**config.mk**
```make
export PLATFORM = sky130hd
export DESIGN_NAME = cubic_servo_trajectory
export DESIGN_NICKNAME = d
export VERILOG_FILES = /design/src/hw/rtl/cst_pkg.sv /design/src/hw/rtl/cst_div.sv /design/src/hw/rtl/cst_dp.sv /design/src/hw/rtl/cst_ctrl.sv /design/src/hw/rtl/cubic_servo_trajectory.sv
export SDC_FILE = /design/constraint.sdc
export NUM_CORES = 2
export LEC_CHECK = 0
export ABC_CLOCK_PERIOD_IN_PS = 11330
export BUFFER_PORTS_ARGS = -buffer_cell sky130_fd_sc_hd__buf_2
export CELL_PAD_IN_SITES_DETAIL_PLACEMENT = 1
export CELL_PAD_IN_SITES_GLOBAL_PLACEMENT = 2
export CORE_MARGIN = 5
export CORE_UTILIZATION = 25
export DETAILED_ROUTE_END_ITERATION = 8
export GPL_ROUTABILITY_DRIVEN = 0
export PLACE_DENSITY = 0.6
export SLEW_MARGIN = 20
export SYNTH_ARGS = -nofsm -noshare
export SYNTH_HDL_FRONTEND = slang
export SYNTH_SLANG_ARGS = --single-unit
```
**constraint.sdc**
```tcl
create_clock -name aclk -period 11.33 [get_ports aclk]
set_input_delay 2.266 -clock aclk [delete_from_list [all_inputs] [get_ports aclk]]
set_output_delay 2.266 -clock aclk [all_outputs]
set_load 0.02 [all_outputs]
```
**src/hw/rtl/cst_pkg.sv**
```systemverilog
package cst_pkg;

    localparam int ANG_W      = 17;
    localparam int POS_W      = 18;
    localparam int MAG_W      = 18;
    localparam int DUR_W      = 20;
    localparam int ELAP_W     = 21;
    localparam int OFS_W      = 16;
    localparam int STEP_W     = 10;
    localparam int SPD_W      = 16;
    localparam int MTIME_W    = 16;
    localparam int CMD_W      = 18;
    localparam int K_MS_W     = 10;
    localparam int CFG_ADDR_W = 3;
    localparam int CFG_DATA_W = 17;

    localparam int IN_TDATA_W  = 24;
    localparam int OUT_TDATA_W = 40;

    localparam logic [K_MS_W-1:0] K_MS    = 10'd1000;
    localparam logic [DUR_W-1:0]  DUR_MAX = 20'hFFFFF;

    localparam logic signed [ANG_W-1:0] MIN_ANGLE_RST = -17'sd17920;
    localparam logic signed [ANG_W-1:0] MAX_ANGLE_RST = 17'sd17920;
    localparam logic [OFS_W-1:0]        OFFSET_RST    = 16'd23040;
    localparam logic [STEP_W-1:0]       STEP_RST      = 10'd40;
    localparam logic                    MODE_RST      = 1'b1;
    localparam logic [SPD_W-1:0]        SPEED_RST     = 16'd0;
    localparam logic [MTIME_W-1:0]      MTIME_RST     = 16'd1000;

    typedef enum logic {
        OP_SET  = 1'b0,
        OP_TICK = 1'b1
    } opcode_t;

    typedef enum logic [CFG_ADDR_W-1:0] {
        REG_MIN_ANGLE    = 3'd0,
        REG_MAX_ANGLE    = 3'd1,
        REG_OFFSET_ANGLE = 3'd2,
        REG_STEP_MS      = 3'd3,
        REG_MOVE_MODE    = 3'd4,
        REG_SPEED_UNITS  = 3'd5,
        REG_MOVE_TIME_MS = 3'd6
    } cfg_idx_t;

    typedef enum logic [1:0] {
        MUL_MAG_K = 2'd0,
        MUL_SS    = 2'd1,
        MUL_S2S   = 2'd2,
        MUL_MAGH  = 2'd3
    } mul_sel_t;

    typedef enum logic {
        DIV_SPEED = 1'b0,
        DIV_TIME  = 1'b1
    } div_sel_t;

    typedef struct packed {
        logic     load_in;
        logic     set_latch;
        logic     mul_en;
        mul_sel_t mul_sel;
        logic     div_start;
        div_sel_t div_sel;
        logic     dur_load;
        logic     tick_eval;
        logic     s_load;
        logic     s2_load;
        logic     h_load;
        logic     ang_load;
        logic     out_load;
    } cmd_t;

    typedef struct packed {
        logic need_speed_div;
        logic move_cond;
        logic div_done;
        logic out_free;
    } sts_t;

endpackage

```
**src/hw/rtl/cst_div.sv**
```systemverilog
module cst_div #(
    parameter int NW  = 36,
    parameter int DVW = 20
) (
    input  logic           aclk,
    input  logic           aresetn,
    input  logic           start,
    input  logic [NW-1:0]  dividend,
    input  logic [DVW-1:0] divisor,
    output logic           done,
    output logic [NW-1:0]  quotient
);

    localparam int CNT_W = $clog2(NW);

    logic             busy_reg;
    logic             done_reg;
    logic [CNT_W-1:0] cnt_reg;
    logic [DVW-1:0]   rem_reg;
    logic [DVW-1:0]   dsr_reg;
    logic [NW-1:0]    quo_reg;

    logic [DVW:0]     rem_sh;
    logic [DVW:0]     rem_sub;
    logic             ge;
    logic [DVW-1:0]   rem_next;
    logic [NW-1:0]    quo_next;

    always_comb begin
        rem_sh   = {rem_reg, quo_reg[NW-1]};
        rem_sub  = rem_sh - {1'b0, dsr_reg};
        ge       = rem_sh >= {1'b0, dsr_reg};
        rem_next = ge ? rem_sub[DVW-1:0] : rem_sh[DVW-1:0];
        quo_next = {quo_reg[NW-2:0], ge};
    end

    always_ff @(posedge aclk) begin
        if (!aresetn) begin
            busy_reg <= 1'b0;
            done_reg <= 1'b0;
            cnt_reg  <= '0;
        end else begin
            done_reg <= 1'b0;
            if (start) begin
                busy_reg <= 1'b1;
                cnt_reg  <= '0;
            end else if (busy_reg) begin
                cnt_reg <= cnt_reg + CNT_W'(1);
                if (cnt_reg == CNT_W'(NW - 1)) begin
                    busy_reg <= 1'b0;
                    done_reg <= 1'b1;
                end
            end
        end
    end

    always_ff @(posedge aclk) begin
        if (start) begin
            quo_reg <= dividend;
            rem_reg <= '0;
            dsr_reg <= divisor;
        end else if (busy_reg) begin
            quo_reg <= quo_next;
            rem_reg <= rem_next;
        end
    end

    assign done     = done_reg;
    assign quotient = quo_reg;

endmodule

```
**src/hw/rtl/cst_dp.sv**
```systemverilog
module cst_dp #(
    parameter int FRACTION_BITS = 16
) (
    input  logic                              aclk,
    input  logic                              aresetn,
    input  logic                              cfg_wr_en,
    input  logic [cst_pkg::CFG_ADDR_W-1:0]    cfg_addr,
    input  logic [cst_pkg::CFG_DATA_W-1:0]    cfg_wdata,
    input  logic [cst_pkg::IN_TDATA_W-1:0]    s_tdata,
    output logic                              m_tvalid,
    input  logic                              m_tready,
    output logic [cst_pkg::OUT_TDATA_W-1:0]   m_tdata,
    input  cst_pkg::cmd_t                     cmd,
    output cst_pkg::sts_t                     sts
);

    localparam int SW    = FRACTION_BITS + 1;
    localparam int OPW   = (SW > cst_pkg::MAG_W) ? SW : cst_pkg::MAG_W;
    localparam int PW    = 2 * OPW;
    localparam int DW    = cst_pkg::DUR_W + FRACTION_BITS;
    localparam int HW    = SW + 2;
    localparam int KP_W  = cst_pkg::MAG_W + cst_pkg::K_MS_W;
    localparam int PAD_W = cst_pkg::OUT_TDATA_W - cst_pkg::CMD_W - 1 - cst_pkg::ANG_W;

    localparam logic [SW-1:0] ONE  = {1'b1, {FRACTION_BITS{1'b0}}};
    localparam logic [PW-1:0] HALF = PW'(ONE >> 1);

    logic signed [cst_pkg::ANG_W-1:0]   min_angle_reg;
    logic signed [cst_pkg::ANG_W-1:0]   max_angle_reg;
    logic [cst_pkg::OFS_W-1:0]          offset_reg;
    logic [cst_pkg::STEP_W-1:0]         step_reg;
    logic                               mode_reg;
    logic [cst_pkg::SPD_W-1:0]          speed_reg;
    logic [cst_pkg::MTIME_W-1:0]        mtime_reg;

    logic [cst_pkg::POS_W-1:0]          cur_reg;
    logic [cst_pkg::POS_W-1:0]          start_reg;
    logic [cst_pkg::POS_W-1:0]          target_reg;
    logic [cst_pkg::ELAP_W-1:0]         elapsed_reg;
    logic [cst_pkg::DUR_W-1:0]          dur_reg;
    logic                               busy_reg;
    logic                               m_valid_reg;

    logic signed [cst_pkg::ANG_W-1:0]   in_target_reg;
    logic [SW-1:0]                      s_reg;
    logic [SW-1:0]                      s2_reg;
    logic [SW-1:0]                      h_reg;
    logic [PW-1:0]                      prod_reg;
    logic [cst_pkg::OUT_TDATA_W-1:0]    m_data_reg;

    logic signed [cst_pkg::ANG_W-1:0]   clamp_hi;
    logic signed [cst_pkg::ANG_W-1:0]   clamp_val;
    logic [cst_pkg::POS_W:0]            diff;
    logic [cst_pkg::POS_W:0]            diff_neg;
    logic [cst_pkg::MAG_W-1:0]          mag;
    logic [cst_pkg::DUR_W-1:0]          t_val;
    logic [DW-1:0]                      div_dividend;
    logic [cst_pkg::DUR_W-1:0]          div_divisor;
    logic                               div_done;
    logic [DW-1:0]                      quot;
    logic [cst_pkg::DUR_W-1:0]          dur_sat;
    logic [OPW-1:0]                     mul_a;
    logic [OPW-1:0]                     mul_b;
    logic [PW-1:0]                      prod_next;
    logic [SW-1:0]                      prod_hi;
    logic [HW-1:0]                      h_full;
    logic [SW-1:0]                      h_clamp;
    logic [PW-1:0]                      round_sum;
    logic [cst_pkg::MAG_W-1:0]          q_step;
    logic [cst_pkg::POS_W:0]            ang_sum;
    logic [cst_pkg::CMD_W-1:0]          servo_cmd;

    always_comb begin
        clamp_hi  = (in_target_reg > max_angle_reg) ? max_angle_reg : in_target_reg;
        clamp_val = (clamp_hi < min_angle_reg) ? min_angle_reg : clamp_hi;

        diff     = {target_reg[cst_pkg::POS_W-1], target_reg}
                 - {start_reg[cst_pkg::POS_W-1], start_reg};
        diff_neg = -diff;
        mag      = diff[cst_pkg::POS_W] ? diff_neg[cst_pkg::MAG_W-1:0]
                                        : diff[cst_pkg::MAG_W-1:0];

        t_val = (elapsed_reg > {1'b0, dur_reg}) ? dur_reg
                                                : elapsed_reg[cst_pkg::DUR_W-1:0];

        case (cmd.div_sel)
            cst_pkg::DIV_TIME: begin
                div_dividend = {t_val, {FRACTION_BITS{1'b0}}};
                div_divisor  = dur_reg;
            end
            default: begin
                div_dividend = DW'(prod_reg[KP_W-1:0]);
                div_divisor  = cst_pkg::DUR_W'(speed_reg);
            end
        endcase

        dur_sat = (|quot[DW-1:cst_pkg::DUR_W]) ? cst_pkg::DUR_MAX
                                               : quot[cst_pkg::DUR_W-1:0];

        prod_hi = prod_reg[FRACTION_BITS +: SW];

        case (cmd.mul_sel)
            cst_pkg::MUL_SS: begin
                mul_a = OPW'(s_reg);
                mul_b = OPW'(s_reg);
            end
            cst_pkg::MUL_S2S: begin
                mul_a = OPW'(prod_hi);
                mul_b = OPW'(s_reg);
            end
            cst_pkg::MUL_MAGH: begin
                mul_a = OPW'(mag);
                mul_b = OPW'(h_reg);
            end
            default: begin
                mul_a = OPW'(mag);
                mul_b = OPW'(cst_pkg::K_MS);
            end
        endcase
        prod_next = mul_a * mul_b;

        h_full  = {1'b0, s2_reg, 1'b0} + HW'(s2_reg) - {1'b0, prod_hi, 1'b0};
        h_clamp = (h_full > HW'(ONE)) ? ONE : h_full[SW-1:0];

        round_sum = prod_reg + HALF;
        q_step    = round_sum[FRACTION_BITS +: cst_pkg::MAG_W];
        ang_sum   = diff[cst_pkg::POS_W]
                  ? ({start_reg[cst_pkg::POS_W-1], start_reg} - {1'b0, q_step})
                  : ({start_reg[cst_pkg::POS_W-1], start_reg} + {1'b0, q_step});

        servo_cmd = cur_reg + cst_pkg::CMD_W'(offset_reg);
    end

    cst_div #(
        .NW  (DW),
        .DVW (cst_pkg::DUR_W)
    ) u_div (
        .aclk     (aclk),
        .aresetn  (aresetn),
        .start    (cmd.div_start),
        .dividend (div_dividend),
        .divisor  (div_divisor),
        .done     (div_done),
        .quotient (quot)
    );

    always_ff @(posedge aclk) begin
        if (!aresetn) begin
            min_angle_reg <= cst_pkg::MIN_ANGLE_RST;
            max_angle_reg <= cst_pkg::MAX_ANGLE_RST;
            offset_reg    <= cst_pkg::OFFSET_RST;
            step_reg      <= cst_pkg::STEP_RST;
            mode_reg      <= cst_pkg::MODE_RST;
            speed_reg     <= cst_pkg::SPEED_RST;
            mtime_reg     <= cst_pkg::MTIME_RST;
            cur_reg       <= '0;
            start_reg     <= '0;
            target_reg    <= '0;
            elapsed_reg   <= '0;
            dur_reg       <= '0;
            busy_reg      <= 1'b0;
            m_valid_reg   <= 1'b0;
        end else begin
            if (cfg_wr_en) begin
                unique case (cst_pkg::cfg_idx_t'(cfg_addr))
                    cst_pkg::REG_MIN_ANGLE:    min_angle_reg <= cfg_wdata;
                    cst_pkg::REG_MAX_ANGLE:    max_angle_reg <= cfg_wdata;
                    cst_pkg::REG_OFFSET_ANGLE: offset_reg    <= cfg_wdata[cst_pkg::OFS_W-1:0];
                    cst_pkg::REG_STEP_MS:      step_reg      <= cfg_wdata[cst_pkg::STEP_W-1:0];
                    cst_pkg::REG_MOVE_MODE:    mode_reg      <= cfg_wdata[0];
                    cst_pkg::REG_SPEED_UNITS:  speed_reg     <= cfg_wdata[cst_pkg::SPD_W-1:0];
                    cst_pkg::REG_MOVE_TIME_MS: mtime_reg     <= cfg_wdata[cst_pkg::MTIME_W-1:0];
                    default: ;
                endcase
            end

            if (cmd.set_latch) begin
                target_reg <= {clamp_val[cst_pkg::ANG_W-1], clamp_val};
                start_reg  <= cur_reg;
                dur_reg    <= mode_reg ? cst_pkg::DUR_W'(mtime_reg) : cst_pkg::DUR_MAX;
            end
            if (cmd.dur_load) begin
                dur_reg <= dur_sat;
            end
            if (cmd.tick_eval) begin
                if (sts.move_cond) begin
                    busy_reg    <= 1'b1;
                    elapsed_reg <= elapsed_reg + cst_pkg::ELAP_W'(step_reg);
                end else begin
                    busy_reg    <= 1'b0;
                    cur_reg     <= target_reg;
                    elapsed_reg <= '0;
                end
            end
            if (cmd.ang_load) begin
                cur_reg <= ang_sum[cst_pkg::POS_W-1:0];
            end

            if (cmd.out_load) begin
                m_valid_reg <= 1'b1;
            end else if (m_tready) begin
                m_valid_reg <= 1'b0;
            end
        end
    end

    always_ff @(posedge aclk) begin
        if (cmd.load_in) begin
            in_target_reg <= s_tdata[cst_pkg::ANG_W-1:0];
        end
        if (cmd.mul_en) begin
            prod_reg <= prod_next;
        end
        if (cmd.s_load) begin
            s_reg <= quot[SW-1:0];
        end
        if (cmd.s2_load) begin
            s2_reg <= prod_hi;
        end
        if (cmd.h_load) begin
            h_reg <= h_clamp;
        end
        if (cmd.out_load) begin
            m_data_reg <= {{PAD_W{1'b0}}, start_reg[cst_pkg::ANG_W-1:0], busy_reg, servo_cmd};
        end
    end

    always_comb begin
        sts.need_speed_div = !mode_reg && (speed_reg != '0);
        sts.move_cond      = (elapsed_reg < {1'b0, dur_reg}) && (cur_reg != target_reg);
        sts.div_done       = div_done;
        sts.out_free       = !m_valid_reg || m_tready;
    end

    assign m_tvalid = m_valid_reg;
    assign m_tdata  = m_data_reg;

endmodule

```
**src/hw/rtl/cst_ctrl.sv**
```systemverilog
module cst_ctrl (
    input  logic           aclk,
    input  logic           aresetn,
    input  logic           s_tvalid,
    input  logic           s_tuser,
    output logic           s_tready,
    input  cst_pkg::sts_t  sts,
    output cst_pkg::cmd_t  cmd
);

    typedef enum logic [13:0] {
        ST_IDLE  = 14'h0001,
        ST_SET   = 14'h0002,
        ST_SMUL  = 14'h0004,
        ST_SDIV  = 14'h0008,
        ST_SWAIT = 14'h0010,
        ST_TICK  = 14'h0020,
        ST_TDIV  = 14'h0040,
        ST_TWAIT = 14'h0080,
        ST_SQ    = 14'h0100,
        ST_CUBE  = 14'h0200,
        ST_H     = 14'h0400,
        ST_HMUL  = 14'h0800,
        ST_ANG   = 14'h1000,
        ST_DONE  = 14'h2000
    } state_t;

    state_t state_reg;
    state_t state_next;

    always_comb begin
        state_next  = state_reg;
        cmd         = '0;
        cmd.mul_sel = cst_pkg::MUL_MAG_K;
        cmd.div_sel = cst_pkg::DIV_SPEED;
        s_tready    = 1'b0;
        unique case (state_reg)
            ST_IDLE: begin
                s_tready = 1'b1;
                if (s_tvalid) begin
                    cmd.load_in = 1'b1;
                    state_next  = (cst_pkg::opcode_t'(s_tuser) == cst_pkg::OP_SET)
                                ? ST_SET : ST_TICK;
                end
            end
            ST_SET: begin
                cmd.set_latch = 1'b1;
                state_next    = sts.need_speed_div ? ST_SMUL : ST_DONE;
            end
            ST_SMUL: begin
                cmd.mul_en  = 1'b1;
                cmd.mul_sel = cst_pkg::MUL_MAG_K;
                state_next  = ST_SDIV;
            end
            ST_SDIV: begin
                cmd.div_start = 1'b1;
                cmd.div_sel   = cst_pkg::DIV_SPEED;
                state_next    = ST_SWAIT;
            end
            ST_SWAIT: begin
                if (sts.div_done) begin
                    cmd.dur_load = 1'b1;
                    state_next   = ST_DONE;
                end
            end
            ST_TICK: begin
                cmd.tick_eval = 1'b1;
                state_next    = sts.move_cond ? ST_TDIV : ST_DONE;
            end
            ST_TDIV: begin
                cmd.div_start = 1'b1;
                cmd.div_sel   = cst_pkg::DIV_TIME;
                state_next    = ST_TWAIT;
            end
            ST_TWAIT: begin
                cmd.div_sel = cst_pkg::DIV_TIME;
                if (sts.div_done) begin
                    cmd.s_load = 1'b1;
                    state_next = ST_SQ;
                end
            end
            ST_SQ: begin
                cmd.mul_en  = 1'b1;
                cmd.mul_sel = cst_pkg::MUL_SS;
                state_next  = ST_CUBE;
            end
            ST_CUBE: begin
                cmd.mul_en  = 1'b1;
                cmd.mul_sel = cst_pkg::MUL_S2S;
                cmd.s2_load = 1'b1;
                state_next  = ST_H;
            end
            ST_H: begin
                cmd.h_load = 1'b1;
                state_next = ST_HMUL;
            end
            ST_HMUL: begin
                cmd.mul_en  = 1'b1;
                cmd.mul_sel = cst_pkg::MUL_MAGH;
                state_next  = ST_ANG;
            end
            ST_ANG: begin
                cmd.ang_load = 1'b1;
                state_next   = ST_DONE;
            end
            ST_DONE: begin
                if (sts.out_free) begin
                    cmd.out_load = 1'b1;
                    state_next   = ST_IDLE;
                end
            end
            default: begin
                state_next = ST_IDLE;
            end
        endcase
    end

    always_ff @(posedge aclk) begin
        if (!aresetn) begin
            state_reg <= ST_IDLE;
        end else begin
            state_reg <= state_next;
        end
    end

endmodule

```
**src/hw/rtl/cubic_servo_trajectory.sv**
```systemverilog
// Cubic servo trajectory generator.
// Input channel s_*: one transaction is one operation. s_tuser is the opcode
// (set target or tick), s_tdata carries the requested target angle.
// Result channel m_*: exactly one result per operation, holding the servo
// command, the busy flag and the start angle of the current move.
// Configuration: cfg_wr_en/cfg_addr/cfg_wdata write one register per cycle;
// write only while no operation is in flight.
// A set target in fixed mode or at zero speed and a tick that ends a move go
// straight to the result; a set target in speed mode and a tick inside a
// move use the shared bit-serial divider, one quotient bit per cycle.
// A new operation can be accepted in the same cycle that m_tvalid rises.
// Reset (aresetn low, synchronous) restores the register defaults, parks the
// servo at angle zero with no move and empties the result register.
// A stalled receiver holds the result in the output register; the next
// operation is still accepted and worked, then waits until the slot frees.
module cubic_servo_trajectory #(
    parameter int FRACTION_BITS = 16
) (
    input  logic                              aclk,
    input  logic                              aresetn,
    input  logic                              cfg_wr_en,
    input  logic [cst_pkg::CFG_ADDR_W-1:0]    cfg_addr,
    input  logic [cst_pkg::CFG_DATA_W-1:0]    cfg_wdata,
    input  logic                              s_tvalid,
    output logic                              s_tready,
    input  logic [cst_pkg::IN_TDATA_W-1:0]    s_tdata,   // target_angle[16:0]
    input  logic                              s_tuser,   // opcode
    output logic                              m_tvalid,
    input  logic                              m_tready,
    output logic [cst_pkg::OUT_TDATA_W-1:0]   m_tdata    // servo_command[17:0],
                                                          // busy_res[18],
                                                          // start_angle[35:19]
);

    cst_pkg::cmd_t cmd;
    cst_pkg::sts_t sts;

    cst_ctrl u_ctrl (
        .aclk     (aclk),
        .aresetn  (aresetn),
        .s_tvalid (s_tvalid),
        .s_tuser  (s_tuser),
        .s_tready (s_tready),
        .sts      (sts),
        .cmd      (cmd)
    );

    cst_dp #(
        .FRACTION_BITS (FRACTION_BITS)
    ) u_dp (
        .aclk      (aclk),
        .aresetn   (aresetn),
        .cfg_wr_en (cfg_wr_en),
        .cfg_addr  (cfg_addr),
        .cfg_wdata (cfg_wdata),
        .s_tdata   (s_tdata),
        .m_tvalid  (m_tvalid),
        .m_tready  (m_tready),
        .m_tdata   (m_tdata),
        .cmd       (cmd),
        .sts       (sts)
    );

`ifndef SYNTHESIS
    a_accept_leaves_idle: assert property (@(posedge aclk) disable iff (!aresetn)
        (s_tvalid && s_tready) |=> !s_tready)
        else $error("input accepted twice in a row");

    a_result_to_idle: assert property (@(posedge aclk) disable iff (!aresetn)
        $rose(m_tvalid) |-> s_tready)
        else $error("result issued without returning to idle");

    a_load_slot_free: assert property (@(posedge aclk) disable iff (!aresetn)
        cmd.out_load |-> sts.out_free)
        else $error("result register overwritten");

    a_div_not_instant: assert property (@(posedge aclk) disable iff (!aresetn)
        cmd.div_start |=> !sts.div_done)
        else $error("divider finished in one cycle");
`endif

endmodule
```
==> metrics.md <==
| Metric | Value |
|---|---|
| Run status | `finished, final reports clean` |
| LEAKAGE | `0.0162 µW` |
| Top cell type's share of synthesized area | `17.1%` |
| PD cells | `119 nW/µm²` |
| First-pass GRT wire length | `185000 µm` |
| Post-synthesis register bit count | `425` |
| Die height | `379 µm` |
| WHS | `0.418 ns` |
| Worst path most repeated cell | `fa_1` |
| Synth-to-Final Area Change | `13.8%` |
| Final cycle utilization of the critical path | `94.2%` |
| Fillers | `15800` |
| FF+latch area | `10500 µm²` |
| Slowest stage cell, crit path | `fa_1` |
| CTS root buffer | `clkbuf_16` |
| Ranking of synthesized cells by area | `edfxtp_1, fa_1, dfxtp_1, ha_1, nand2_1` |
| Post-synth ARST share | `0%` |
| Largest stage delay, worst path | `0.55 ns` |
| H-tree levels | `2` |
| Vias/cell | `4.79` |
| Routed vias | `27700` |
| CTS sink count | `425` |
| Starting Density | `25.1%` |
| I/O Pins | `92` |
| IO buf count | `80` |
| Yosys Warn Count | `0` |
| Worst-path fanout max | `9` |
| Worst path top cell family by delay | `adder cells` |
| Main synth FF type | `dfxtp_1` |
| Seq/Total Area, Yosys | `30.7%` |
| DP HPWL | `94500 µm` |
| Synth cell types | `88` |
| CP Capture Type | `flip-flop` |
| Global route overflow | `0` |
| Mapped Area | `34000 µm²` |
| Worst setup SP type | `flip-flop` |
| Die Area | `144000 µm²` |
| Leading area contributor after synthesis | `edfxtp_1` |
| HP Class | `flip-flop to flip-flop` |
| Peak VDD IR | `0.124 mV` |
| Worst path bufs/invs | `7` |
| Layout net count | `4531` |
| Remaining routing DRC violations | `0` |
| Clk buf depth | `3` |
| Clock skew | `0.0729 ns` |
| Post-synthesis cell count | `3876` |
| RSZ-0062 raised after global routing | `false` |
| Slew Viols, Final | `0` |
| Ant. Diodes | `0` |
| Final hold vios | `0` |
| Core area | `135000 µm²` |
| Routed WL | `122000 µm` |
| TritonCTS clock tree | `done` |
| Setup violators final | `0` |
| Antenna viol nets, final | `0` |
| DR pass1 iterations | `5` |
| Die X | `379 µm` |
| GR Util All Layers | `16.9%` |
| Worst Tran Pin Value | `1.05 ns` |
| Vias in the first global route | `29000` |
| Crit path time final | `10.68 ns` |
| Number of synthesized flops with an enable pin | `194` |
| Multi-input logic area | `21100 µm²` |
| CTS clk-pin slew, worst paths | `0.07 ns` |
| Hold-fix buffers, CTS | `0` |
| Layout cell share with drive strength beyond 1 | `8.18%` |
| Initial DRC Count | `1448` |
| FMAX | `0.0937 GHz` |
| Worst EP required | `11.72 ns` |
| CP Class | `flip-flop to flip-flop` |
| Non-Filler Instances | `5779` |
| Reg2Reg Setup Slack | `0.65 ns` |
| Initial antenna violation count | `1` |
| Setup_tns | `0 ns` |
| Slew HR | `29.8%` |
| Num CTS Buffers | `51` |
| Clock Latency Late Sink | `0.65 ns` |
| Pin count of the biggest net entering global routing | `74` |
| CP arrival | `11.06 ns` |
| Max Cap Viol | `0` |
| Row count | `135` |
| Syn Area/Cell | `8.77 µm²` |
| Placed Instances | `5684` |
| Wire per inst | `21.1 µm` |
## routing by layer
metal  wire (µm)  share of wire [%]  track usage (%)  vias to the layer above
met3        3950                3.2             1.65                      104
met4        2420                2.0             3.41                        0
met2       54300                 45             27.1                      403
met1       61100                 50             24.8                    13900
li1            -                  -                -                    13200
met5           0                  0                0                        -
## through the flow
stage / area, µm² / utilization (%) / worst slack [ns] / total power, µW
CTS: 38700 / 28.6 / 0.318 / 4670
finish: 38700 / 28.6 / 0.655 / 4590
floorplan: 34000 / - / 1.86 / 2460
global placement: 36900 / 27.3 / 0.441 / 2840
detailed placement: 36900 / 27.3 / 0.424 / 2830
global route: 38700 / 28.6 / 0.0792 / 4860
## Yosys cell counts, types with 45 or more instances
master and instances:
a21oi_1 290, fa_1 260, clkbuf_1 145, edfxtp_1 194
ha_1 264, dfxtp_1 231, o21ai_0 137, nand2_1 536
nor3_1 70, xnor2_1 125, nor2_1 321, xor2_1 62
nand3_1 81, nor2b_1 45, a21o_1 53, inv_1 486
## report_power, final
part | total (µW) | internal, µW | switching [µW]
Combinational | 1130 | 418 | 710
Sequential | 1670 | 1640 | 25.9
Clock | 1800 | 1060 | 738
## final timing paths
path                                         start           endpoint  depth (start not counted)
worst min-delay path                 u_dp.busy_reg   u_dp.m_tdata[18]                          0
worst max register to register  u_dp.target_reg[0]  u_dp.prod_reg[33]                         37
worst max-delay path            u_dp.target_reg[0]  u_dp.prod_reg[33]                         37
worst min register to register       u_dp.busy_reg   u_dp.m_tdata[18]                          0
## logic make-up after synthesis
logic type | synth area share [%]
multiplexers | 0.530
flip-flops | 30.7
XOR/XNOR | 4.82
buffers and inverters | 7.39
AND/OR/NAND/NOR | 17.1
AO/OA/AOI/OAI | 14.4
other | 0.0110
adder cells (fa/ha/maj) | 25.0
## layout make-up
| cell class | instances | area share (%) |
|---|---|---|
| clock buffers | 67 | 3.71 |
| clock inverters | 27 | 0.960 |
| inverters | 488 | 4.75 |
| multi-input cells | 2798 | 54.6 |
| flip-flops and latches | 425 | 27.0 |
| well taps | 1781 | 5.76 |
| repair buffers | 193 | 3.23 |
## cells in the final DEF, fill, tap and decap left out, types with 16 or more instances in the layout
cell type / netlist / routed
o211ai_1: 17 / 17
nor2b_1: 45 / 44
a31oi_1: 18 / 18
mux2i_1: 18 / 18
a211oi_1: 16 / 16
a21oi_1: 290 / 289
nand4_1: 41 / 41
o21a_1: 34 / 34
ha_1: 264 / 264
buf_4: 5 / 113
nand2b_1: 28 / 28
xnor2_1: 125 / 125
o21bai_1: 17 / 17
o311ai_0: 19 / 19
dfxtp_1: 231 / 231
o22ai_1: 25 / 25
nand3_1: 81 / 81
o21ai_0: 137 / 136
nor4_1: 27 / 27
clkbuf_16: 0 / 52
a22oi_1: 41 / 41
nor2_1: 321 / 319
nand2_1: 536 / 536
a21o_1: 53 / 52
or3_1: 20 / 20
a21boi_0: 25 / 25
inv_1: 486 / 486
fa_1: 260 / 260
and3_1: 25 / 25
xor2_1: 62 / 62
nor3_1: 70 / 69
buf_2: 7 / 79
edfxtp_1: 194 / 194
## repair_timing
action | 4_1_cts | 5_1_grt
gates resized for setup | 0 | 2
endpoints found under the setup margin | 0 | 2
buffers inserted | 0 | 0
(Power assumes the default switching activity.)
